File: src/design/hra_pkg.sv
package hra_pkg;

  localparam int TABLE_DEPTH_DEFAULT = 64;

  localparam int MODE_W     = 2;
  localparam int SIZE_W     = 32;
  localparam int KEY_W      = 24;
  localparam int VAL_W      = 32;
  localparam int STATUS_W   = 3;
  localparam int CNT_W      = 7;
  localparam int MULT_W     = 32;
  localparam int COLS_W     = 25;
  localparam int CFG_ADDR_W = 2;
  localparam int CFG_DATA_W = 32;

  localparam logic [MODE_W-1:0] MODE_START  = 2'd0;
  localparam logic [MODE_W-1:0] MODE_INSERT = 2'd1;
  localparam logic [MODE_W-1:0] MODE_DRAIN  = 2'd2;

  localparam logic [STATUS_W-1:0] ST_STARTED  = 3'd0;
  localparam logic [STATUS_W-1:0] ST_INSERTED = 3'd1;
  localparam logic [STATUS_W-1:0] ST_DRAINED  = 3'd2;
  localparam logic [STATUS_W-1:0] ST_EMPTY    = 3'd3;
  localparam logic [STATUS_W-1:0] ST_FULL     = 3'd4;

  localparam logic [CFG_ADDR_W-1:0] REG_HASH_MULTIPLIER = 2'd0;
  localparam logic [CFG_ADDR_W-1:0] REG_COLUMN_COUNT    = 2'd1;

  localparam logic [MULT_W-1:0] HASH_MULTIPLIER_RESET = 32'd107;
  localparam logic [COLS_W-1:0] COLUMN_COUNT_RESET    = 25'd16777216;

  typedef struct packed {
    logic [KEY_W-1:0] key;
    logic [VAL_W-1:0] sum;
  } slot_entry_t;

endpackage

File: src/design/hra_in_if.sv
interface hra_in_if;
  logic                             valid;
  logic                             ready;
  logic [hra_pkg::MODE_W-1:0]       mode;
  logic [hra_pkg::SIZE_W-1:0]       size_estimate;
  logic [hra_pkg::KEY_W-1:0]        column_key;
  logic signed [hra_pkg::VAL_W-1:0] left_value;
  logic signed [hra_pkg::VAL_W-1:0] right_value;

  modport source(output valid, mode, size_estimate, column_key, left_value, right_value,
                 input ready);
  modport sink(input valid, mode, size_estimate, column_key, left_value, right_value,
               output ready);
endinterface

File: src/design/hra_out_if.sv
interface hra_out_if;
  logic                             valid;
  logic                             ready;
  logic [hra_pkg::STATUS_W-1:0]     status;
  logic [hra_pkg::KEY_W-1:0]        out_key;
  logic signed [hra_pkg::VAL_W-1:0] out_value;
  logic [hra_pkg::CNT_W-1:0]        row_nonzeros;
  logic                             last;

  modport source(output valid, status, out_key, out_value, row_nonzeros, last,
                 input ready);
  modport sink(input valid, status, out_key, out_value, row_nonzeros, last,
               output ready);
endinterface

File: src/design/hra_ctrl.sv
module hra_ctrl #(
  parameter int TABLE_DEPTH = hra_pkg::TABLE_DEPTH_DEFAULT,
  parameter int IDX_W       = $clog2(TABLE_DEPTH)
) (
  input  logic                        clk,
  input  logic                        rst,
  hra_in_if.sink                      items,
  hra_out_if.source                   results,
  input  logic [hra_pkg::MULT_W-1:0]  hash_multiplier,
  input  logic [hra_pkg::COLS_W-1:0]  column_count,
  output logic                        wr_en,
  output logic [IDX_W-1:0]            wr_addr,
  output hra_pkg::slot_entry_t        wr_data,
  output logic                        rd_en,
  output logic [IDX_W-1:0]            rd_addr,
  input  hra_pkg::slot_entry_t        rd_data
);

  localparam int CAP_LOG = $clog2(TABLE_DEPTH + 1) - 1;
  localparam int CAP     = 1 << CAP_LOG;
  localparam logic [IDX_W-1:0] CAP_MASK = IDX_W'(CAP - 1);

  localparam logic [2:0] S_IDLE   = 3'd0;
  localparam logic [2:0] S_DECODE = 3'd1;
  localparam logic [2:0] S_CHECK  = 3'd2;
  localparam logic [2:0] S_SCAN   = 3'd3;
  localparam logic [2:0] S_FETCH  = 3'd4;

  logic [2:0]                       state;
  logic [TABLE_DEPTH-1:0]           slot_valid;
  logic [hra_pkg::CNT_W-1:0]        count;
  logic [hra_pkg::CNT_W-1:0]        emitted;
  logic [IDX_W-1:0]                 mask;
  logic                             table_on;
  logic [IDX_W-1:0]                 probe;
  logic [IDX_W-1:0]                 probe_n;
  logic [IDX_W-1:0]                 scan;

  logic [hra_pkg::MODE_W-1:0]       item_mode;
  logic [hra_pkg::SIZE_W-1:0]       item_size;
  logic [hra_pkg::KEY_W-1:0]        item_key;
  logic signed [hra_pkg::VAL_W-1:0] item_left;
  logic signed [hra_pkg::VAL_W-1:0] item_right;
  logic [hra_pkg::VAL_W-1:0]        prod;

  logic                             res_valid;
  logic [hra_pkg::STATUS_W-1:0]     res_status;
  logic [hra_pkg::KEY_W-1:0]        res_key;
  logic [hra_pkg::VAL_W-1:0]        res_value;
  logic [hra_pkg::CNT_W-1:0]        res_count;
  logic                             res_last;

  logic                             out_free;
  logic [hra_pkg::SIZE_W-1:0]       est;
  logic [IDX_W-1:0]                 smear;
  logic [IDX_W-1:0]                 start_mask;
  logic [2*IDX_W-1:0]               hash_full;
  logic [IDX_W-1:0]                 hash_slot;
  logic [IDX_W-1:0]                 probe_step;
  logic                             hit;
  logic                             empty;
  logic                             probe_last;
  logic                             drain_last;
  logic [hra_pkg::VAL_W-1:0]        sum_new;

  logic                             emit;
  logic [hra_pkg::STATUS_W-1:0]     e_status;
  logic [hra_pkg::KEY_W-1:0]        e_key;
  logic [hra_pkg::VAL_W-1:0]        e_value;
  logic [hra_pkg::CNT_W-1:0]        e_count;
  logic                             e_last;

  assign items.ready = (state == S_IDLE);
  assign out_free    = !res_valid || results.ready;

  assign results.valid        = res_valid;
  assign results.status       = res_status;
  assign results.out_key      = res_key;
  assign results.out_value    = $signed(res_value);
  assign results.row_nonzeros = res_count;
  assign results.last         = res_last;

  always_comb begin
    est = (item_size > {{(hra_pkg::SIZE_W - hra_pkg::COLS_W){1'b0}}, column_count})
        ? {{(hra_pkg::SIZE_W - hra_pkg::COLS_W){1'b0}}, column_count} : item_size;
    smear = IDX_W'(est - 32'd1);
    for (int i = 0; i < IDX_W; i++) begin
      smear = smear | (smear >> 1);
    end
    start_mask = (est >= 32'(CAP)) ? CAP_MASK : smear;
  end

  assign hash_full  = {{IDX_W{1'b0}}, item_key[IDX_W-1:0]}
                    * {{IDX_W{1'b0}}, hash_multiplier[IDX_W-1:0]};
  assign hash_slot  = hash_full[IDX_W-1:0] & mask;
  assign probe_step = (probe + IDX_W'(1)) & mask;
  assign hit        = slot_valid[probe] && (rd_data.key == item_key);
  assign empty      = !slot_valid[probe];
  assign probe_last = (probe_n == mask);
  assign sum_new    = rd_data.sum + prod;
  assign drain_last = (hra_pkg::CNT_W'(emitted + 1'b1) == count);

  always_comb begin
    rd_en        = 1'b0;
    rd_addr      = probe;
    wr_en        = 1'b0;
    wr_addr      = probe;
    wr_data.key  = item_key;
    wr_data.sum  = hit ? sum_new : prod;
    case (state)
      S_DECODE: begin
        if (item_mode == hra_pkg::MODE_INSERT && table_on) begin
          rd_en   = 1'b1;
          rd_addr = hash_slot;
        end
      end
      S_CHECK: begin
        if (hit || empty) begin
          wr_en = out_free;
        end else if (!probe_last) begin
          rd_en   = 1'b1;
          rd_addr = probe_step;
        end
      end
      S_SCAN: begin
        if (slot_valid[scan]) begin
          rd_en   = 1'b1;
          rd_addr = scan;
        end
      end
      default: begin
      end
    endcase
  end

  always_comb begin
    emit     = 1'b0;
    e_status = hra_pkg::ST_STARTED;
    e_key    = '0;
    e_value  = '0;
    e_count  = count;
    e_last   = 1'b1;
    case (state)
      S_DECODE: begin
        case (item_mode)
          hra_pkg::MODE_START: begin
            emit    = out_free;
            e_count = '0;
          end
          hra_pkg::MODE_INSERT: begin
            if (!table_on) begin
              emit     = out_free;
              e_status = hra_pkg::ST_FULL;
              e_key    = item_key;
            end
          end
          hra_pkg::MODE_DRAIN: begin
            if (!table_on || count == '0) begin
              emit     = out_free;
              e_status = hra_pkg::ST_EMPTY;
            end
          end
          default: begin
          end
        endcase
      end
      S_CHECK: begin
        e_key = item_key;
        if (hit) begin
          emit     = out_free;
          e_status = hra_pkg::ST_INSERTED;
          e_value  = sum_new;
        end else if (empty) begin
          emit     = out_free;
          e_status = hra_pkg::ST_INSERTED;
          e_value  = prod;
          e_count  = hra_pkg::CNT_W'(count + 1'b1);
        end else if (probe_last) begin
          emit     = out_free;
          e_status = hra_pkg::ST_FULL;
        end
      end
      S_FETCH: begin
        emit     = out_free;
        e_status = hra_pkg::ST_DRAINED;
        e_key    = rd_data.key;
        e_value  = rd_data.sum;
        e_last   = drain_last;
      end
      default: begin
      end
    endcase
  end

  always_ff @(posedge clk) begin
    if (rst) begin
      state      <= S_IDLE;
      slot_valid <= '0;
      count      <= '0;
      emitted    <= '0;
      mask       <= '0;
      table_on   <= 1'b0;
      probe      <= '0;
      probe_n    <= '0;
      scan       <= '0;
      res_valid  <= 1'b0;
    end else begin
      if (emit) begin
        res_valid <= 1'b1;
      end else if (results.ready) begin
        res_valid <= 1'b0;
      end
      case (state)
        S_IDLE: begin
          if (items.valid) begin
            state <= S_DECODE;
          end
        end
        S_DECODE: begin
          case (item_mode)
            hra_pkg::MODE_START: begin
              if (out_free) begin
                slot_valid <= '0;
                count      <= '0;
                table_on   <= (est != '0);
                mask       <= (est != '0) ? start_mask : '0;
                state      <= S_IDLE;
              end
            end
            hra_pkg::MODE_INSERT: begin
              if (!table_on) begin
                if (out_free) begin
                  state <= S_IDLE;
                end
              end else begin
                probe   <= hash_slot;
                probe_n <= '0;
                state   <= S_CHECK;
              end
            end
            hra_pkg::MODE_DRAIN: begin
              if (!table_on || count == '0) begin
                if (out_free) begin
                  state <= S_IDLE;
                end
              end else begin
                scan    <= '0;
                emitted <= '0;
                state   <= S_SCAN;
              end
            end
            default: begin
              state <= S_IDLE;
            end
          endcase
        end
        S_CHECK: begin
          if (hit || empty || probe_last) begin
            if (out_free) begin
              if (empty) begin
                slot_valid[probe] <= 1'b1;
                count             <= hra_pkg::CNT_W'(count + 1'b1);
              end
              state <= S_IDLE;
            end
          end else begin
            probe   <= probe_step;
            probe_n <= probe_n + IDX_W'(1);
          end
        end
        S_SCAN: begin
          if (slot_valid[scan]) begin
            state <= S_FETCH;
          end else begin
            scan <= scan + IDX_W'(1);
          end
        end
        S_FETCH: begin
          if (out_free) begin
            emitted <= hra_pkg::CNT_W'(emitted + 1'b1);
            scan    <= scan + IDX_W'(1);
            state   <= drain_last ? S_IDLE : S_SCAN;
          end
        end
        default: begin
          state <= S_IDLE;
        end
      endcase
    end
  end

  always_ff @(posedge clk) begin
    if (state == S_IDLE && items.valid) begin
      item_mode  <= items.mode;
      item_size  <= items.size_estimate;
      item_key   <= items.column_key;
      item_left  <= items.left_value;
      item_right <= items.right_value;
    end
    if (state == S_DECODE) begin
      prod <= item_left * item_right;
    end
    if (emit) begin
      res_status <= e_status;
      res_key    <= e_key;
      res_value  <= e_value;
      res_count  <= e_count;
      res_last   <= e_last;
    end
  end

endmodule

File: src/flat_wrapper.sv
// flat-port wrapper written by rule: the top's interface ports become plain ports
module hra_ctrl_flat 
#(
  parameter int TABLE_DEPTH = hra_pkg::TABLE_DEPTH_DEFAULT,
  parameter int IDX_W       = $clog2(TABLE_DEPTH)
)
  (clk, rst, hash_multiplier, column_count, wr_en, wr_addr, wr_data, rd_en, rd_addr, rd_data, items_valid, items_mode, items_size_estimate, items_column_key, items_left_value, items_right_value, items_ready, results_valid, results_status, results_out_key, results_out_value, results_row_nonzeros, results_last, results_ready);
  hra_in_if items_i ();
  hra_out_if results_i ();
  input  logic clk;
  input  logic rst;
  input  logic [hra_pkg::MULT_W-1:0] hash_multiplier;
  input  logic [hra_pkg::COLS_W-1:0] column_count;
  output logic wr_en;
  output logic [IDX_W-1:0] wr_addr;
  output hra_pkg::slot_entry_t wr_data;
  output logic rd_en;
  output logic [IDX_W-1:0] rd_addr;
  input  hra_pkg::slot_entry_t rd_data;
  input wire logic [$bits(items_i.valid)-1:0] items_valid;
  input wire logic [$bits(items_i.mode)-1:0] items_mode;
  input wire logic [$bits(items_i.size_estimate)-1:0] items_size_estimate;
  input wire logic [$bits(items_i.column_key)-1:0] items_column_key;
  input wire logic [$bits(items_i.left_value)-1:0] items_left_value;
  input wire logic [$bits(items_i.right_value)-1:0] items_right_value;
  output wire logic [$bits(items_i.ready)-1:0] items_ready;
  output wire logic [$bits(results_i.valid)-1:0] results_valid;
  output wire logic [$bits(results_i.status)-1:0] results_status;
  output wire logic [$bits(results_i.out_key)-1:0] results_out_key;
  output wire logic [$bits(results_i.out_value)-1:0] results_out_value;
  output wire logic [$bits(results_i.row_nonzeros)-1:0] results_row_nonzeros;
  output wire logic [$bits(results_i.last)-1:0] results_last;
  input wire logic [$bits(results_i.ready)-1:0] results_ready;
  assign items_i.valid = items_valid;
  assign items_i.mode = items_mode;
  assign items_i.size_estimate = items_size_estimate;
  assign items_i.column_key = items_column_key;
  assign items_i.left_value = items_left_value;
  assign items_i.right_value = items_right_value;
  assign items_ready = items_i.ready;
  assign results_valid = results_i.valid;
  assign results_status = results_i.status;
  assign results_out_key = results_i.out_key;
  assign results_out_value = results_i.out_value;
  assign results_row_nonzeros = results_i.row_nonzeros;
  assign results_last = results_i.last;
  assign results_i.ready = results_ready;
  hra_ctrl #(.TABLE_DEPTH(TABLE_DEPTH), .IDX_W(IDX_W)) u_core (.clk(clk), .rst(rst), .items(items_i), .results(results_i), .hash_multiplier(hash_multiplier), .column_count(column_count), .wr_en(wr_en), .wr_addr(wr_addr), .wr_data(wr_data), .rd_en(rd_en), .rd_addr(rd_addr), .rd_data(rd_data));
endmodule
File: config.mk
export PLATFORM = sky130hd
export DESIGN_NAME = hra_ctrl_flat
export DESIGN_NICKNAME = d
export VERILOG_FILES = /design/src/design/hra_pkg.sv /design/src/design/hra_in_if.sv /design/src/design/hra_out_if.sv /design/src/design/hra_ctrl.sv /design/src/flat_wrapper.sv
export SDC_FILE = /design/constraint.sdc
export NUM_CORES = 2
export LEC_CHECK = 0
export BUFFER_PORTS_ARGS = -buffer_cell sky130_fd_sc_hd__buf_2
export CORE_ASPECT_RATIO = 1.2
export CORE_MARGIN = 2
export CORE_UTILIZATION = 55
export DETAILED_ROUTE_END_ITERATION = 16
export PLACE_DENSITY = 0.86
export SYNTH_ARGS = -nofsm -noshare
export SYNTH_HDL_FRONTEND = slang
export SYNTH_SLANG_ARGS = --single-unit
File: constraint.sdc
create_clock -name clk -period 10.02 [get_ports clk]
set_input_delay 0 -clock clk [delete_from_list [all_inputs] [get_ports clk]]
set_output_delay 0 -clock clk [all_outputs]
set_load 0.05 [all_outputs]
Word level (Yosys, flattened, before mapping)
Cells that the tools add are included.

storage, ports and cells
  register bits = 328
  input port bits = 239

operators by class
  $add $sub $neg = 7
  multipliers = 2
  $lt $le $gt $ge = 5
  equal/unequal tests = 23
  mux-type cells = 86
  bitwise gates (word level) = 9
  reduce and logical (&&, ||, !) cells = 26

operators by type and width
  cell                   number
  $mux W64               5
  $mux W32               4
  $pmux W64 S2           1
  $mux W6                16
  $pmux W24 S3           1
  $mux W7                10
  $or A64 B64 Y64        1
  $pmux W32 S2           1
  $mux W24               2
  $pmux W7 S2            3
  $or A6 B5 Y6           6
  $pmux W6 S3            2
  $mux W3                11
  $add A32 B32 Y32       1
  $ge A32 B7 Y1 const B  1
  $gt A32 B25 Y1         1
  $mul A32 B32 Y32       1
  $reduce_bool A32 Y1    1
  $eq A24 B24 Y1         1
  $pmux W6 S2            2
  $add A6 B1 Y6 const B  3
  $pmux W3 S3            2
  $mux W1                16
  $pmux W3 S5            1
  32 further kinds       65

Longest topological paths before layout
  word-level depth = 11
  depth in mapped cells = 28
  mapped depth without buffers = 26

Worst setup path before layout
OpenSTA, ideal clock, no wires.

  path kind = reg2reg
  start point = register u_core.item_left[13] (netlist name)
  end point = register u_core.prod[30] (netlist name) (data pin)
  setup time = 0.257 ns
  data arrival time = 6.805 ns
  setup slack = 2.958 ns
  cell stages (with the launch flop) = 26
  buffers on the path = 2
  period minus slack after synthesis = 7.062 ns
  cells stage by stage = edfxtp_1 > clkbuf_1 > clkbuf_1 > nand2_1 > fa_1 > inv_1 > fa_1 > inv_1 > fa_1 > inv_1 > fa_1 > inv_1 > fa_1 > fa_1 > fa_1 > fa_1 > inv_1 > ha_1 > and4_1 > nand2_1 > or3b_2 > a21oi_1 > a21oi_1 > o31ai_1 > nand2b_1 > xor2_1

on the way
  word-level cells in the longest chain between the ends = 1

ends and longest elaborated chain
  what                    RTL line         text
  start, declared         hra_ctrl.sv:42   logic signed [hra_pkg::VAL_W-1:0] item_left;
  start signal, assigned  hra_ctrl.sv:297  item_left <= items.left_value;
  $mul A32 B32 Y32        hra_ctrl.sv:301  prod <= item_left * item_right;
  end signal, assigned    hra_ctrl.sv:301
  end, declared           hra_ctrl.sv:44   logic [hra_pkg::VAL_W-1:0] prod;

Every way passes these cells.
A chain may end at the register's enable or synchronous reset.

Worst setup path in the final report
  start point = register u_core.item_right[2] (netlist name)
  end point = register u_core.prod[30] (netlist name) (data pin)

on the way
  word-level cells in the longest chain between the ends = 1

ends and longest elaborated chain
  what                    RTL line         text
  start, declared         hra_ctrl.sv:43   logic signed [hra_pkg::VAL_W-1:0] item_right;
  start signal, assigned  hra_ctrl.sv:298  item_right <= items.right_value;
  $mul A32 B32 Y32        hra_ctrl.sv:301

Every way passes these cells.

==> results_dict.tcl <==
set metrics [dict create \
    netlist_area_mm2 0.0333 \
    crit_family "adder cells" \
    wl_per_cell_um 21.3 \
    synth.area.top_cells "fa_1 25%, edfxtp_1 20%, ha_1 8.5%" \
    routed_via_density 5.89 \
    first_pass_iters 9 \
    synth.most_common_cell "inv_1" \
    fillCellCount 4413 \
    synth_async_sr_flop_share_pct 0 \
    synth_top_area_share_pct 24.9 \
    tightest_slew_ps 1260 \
    core-area_mm2 0.0597 \
    pin_count 378 \
    drv_slew 0 \
    fin_util_pct 65.1 \
    die_h_um 273 \
    clockBufferDepth 3 \
    fin_crit_sh_pct 81.6 \
    cts_hold_buf 184 \
    numPlacedInstances 4412 \
    area_growth_syn_to_layout_pct 16.7 \
    clockRootBuffer "clkbuf_16" \
    fmax_mhz 122 \
    final_cells 4668 \
    yosysSeqAreaShare_pct 26.4 \
    synth_cells 3398 \
    gp_congestion 0.997 \
    ys_warn_count 0 \
    required_ps 10360 \
    finalNetCount 4713 \
    grt_pass1_vias 29304 \
    syn_nets 4276 \
    row_count 98 \
    synth_area_leader_cell "fa_1" \
    clk_latency_ps 610 \
    status "finished clean" \
    num_vias 27473 \
    die_w_um 229 \
    cts_setup_buffers 0 \
    multi_input_area_mm2 0.0220 \
    crit_top_cell "fa_1" \
    synth_edf_count 221 \
    crit_fanout 30 \
    initial_utilization_pct 55.7 \
    grt_usage_pct 32.2 \
    drc 0 \
    hold_path.class "in2reg" \
    io_buffers 351 \
    fp.dieArea_mm2 0.0625 \
    cts_sinks 328 \
    cts_tree "done" \
    drtIter0Drc 2633 \
    grt_pass1_wl_mm 156 \
    synth-seq-cells 328 \
    antenna_found_initial 4 \
    syn-mean-instance-area_um2 9.80 \
    period_needed_ps 8180 \
    regArea_mm2 0.00878 \
    hold_slack_ps 47.8 \
    finalSetupViolCount 0 \
    slew_headroom_pct 15.8 \
    grt_max_degree 68 \
    dp_hpwl_mm 70.2 \
    ant_nets 0 \
    synth_cell_types 82 \
    hold_violations 0 \
    grt_overflow 0 \
    start_kind "flip-flop" \
    crit_chain "and2_1 -> fa_1 -> fa_1 -> fa_1 -> inv_1 -> fa_1 -> inv_1 -> ha_1 -> ha_1 -> fa_1 -> inv_1 -> fa_1 -> inv_1 -> ha_1 -> a21o_1 -> a21o_1 -> a221oi_1 -> o21ai_0 -> o41ai_2 -> nand4b_1 -> a21oi_1 -> o31ai_1 -> nand2b_1 -> xor2_1" \
    clk_pin_slew_ps 60 \
    crit_arrival_ps 8520 \
    finClkSkew_ps 36.7 \
    critPathKind "reg2reg" \
    cp-end-kind "flip-flop" \
    fin_setup_tns_ps 0 \
    htree_levels 2 \
    maxCapViolCount 0 \
    drive_gt1_share_pct 12.7 \
    synthFlopType "edfxtp_1" \
    cpMaxStageDelayCell "edfxtp_1" \
    routed_wl_mm 99.3 \
    critical_path_buf_inv_count 4 \
    cts_buffers 37 \
    rsz0062_at_grt "false" \
    worst_path_largest_cell_delay_ps 1190 \
    ctsResizeCount 0 \
    synth_commonest_cells "500 x inv_1, 414 x fa_1, 380 x nand2_1" \
]
[kinds of logic after synthesis]
family / Yosys count / synth area share, %
simple gates: 1046 / 15.8
buf+inv: 659 / 7.59
fa+ha+maj: 639 / 33.4
compound gates: 500 / 9.73
flops: 328 / 26.4
xor+xnor: 180 / 4.74
mux: 46 / 2.39
[flip-flops by register name (all words and copies together), names as in the netlist, 6 cells and up]
| name | flops |
|---|---|
| u_core.item_left | 32 |
| u_core.probe_n | 6 |
| u_core.mask | 6 |
| u_core.wr_addr | 6 |
| u_core.results.out_key | 24 |
| u_core.item_right | 32 |
| u_core.item_size | 32 |
| u_core.results.row_nonzeros | 7 |
| u_core.results.out_value | 32 |
| u_core.count | 7 |
| u_core.prod | 32 |
| u_core.item_key | 24 |
| u_core.emitted | 7 |
| u_core.slot_valid | 64 |
| u_core.scan | 6 |
[tightest hold or removal path, delay by kind of cell]
kind,cells,cell delay (ps)
compound gates,1,180
fa+ha+maj,1,200
buf+inv,1,110
mux,1,100
[per-layer routing]
layer / vias to the layer above / GRT usage [%] / share of wire [%]
li1: 11972 / - / -
met1: 13448 / 36.6 / 35
met2: 1586 / 56.4 / 50
met3: 467 / 6.28 / 8.8
met4: 0 / 19.5 / 6.8
met5: - / 0 / 0
[final timing paths]
path	depth (start not counted)	slack, ps	end	from
worst min-delay path	4	50	u_core.mask[0]	column_count[1]
worst max-delay path	24	1840	u_core.prod[30]	u_core.item_right[2]
worst max register to register	24	1840	u_core.prod[30]	u_core.item_right[2]
worst min register to register	2	480	u_core.slot_valid[42]	u_core.slot_valid[42]
[metrics by stage]
step / cell area, um2 / setup slack (ps)
after CTS: 38800 / 1940
after detailed placement: 35600 / 1950
after floorplan: 33300 / 2960
after global placement: 35600 / 2000
after global routing: 38900 / 1470
final: 38900 / 1840
[layout make-up]
class | instances | area share, %
antenna | 4 | 0.0258
clock buffer | 46 | 2.71
clock inverter | 22 | 0.947
inverter | 500 | 4.83
multi-input combinational | 2411 | 56.6
sequential | 328 | 22.6
tap | 800 | 2.58
timing repair buffer | 557 | 9.69
[cells in the final DEF, fill, tap and decap left out, types with 9 or more instances in the layout]
| cell type | n |
|---|---|
| inv_1 | 500 |
| fa_1 | 414 |
| nand2_1 | 380 |
| and2_1 | 368 |
| buf_2 | 351 |
| ha_1 | 225 |
| edfxtp_1 | 221 |
| dlygate4sd3_1 | 184 |
| o21ai_0 | 151 |
| xnor2_1 | 132 |
| nor2_1 | 110 |
| dfxtp_1 | 107 |
| a21oi_1 | 102 |
| xor2_1 | 48 |
| a21o_1 | 48 |
| nand3_1 | 42 |
| clkbuf_16 | 41 |
| nor3_1 | 33 |
| a22o_1 | 28 |
| mux4_2 | 26 |
| a31oi_1 | 23 |
| a22oi_1 | 23 |
| buf_4 | 22 |
| nand4_1 | 21 |
| a211oi_1 | 18 |
| and3_1 | 16 |
| o21a_1 | 16 |
| nor4_1 | 15 |
| mux2i_1 | 14 |
| o21bai_1 | 13 |
| nand2b_1 | 10 |
| or3_1 | 9 |
Power is not shown: default switching activity piles up to over one toggle a cycle in this logic, so the estimate is an artifact.
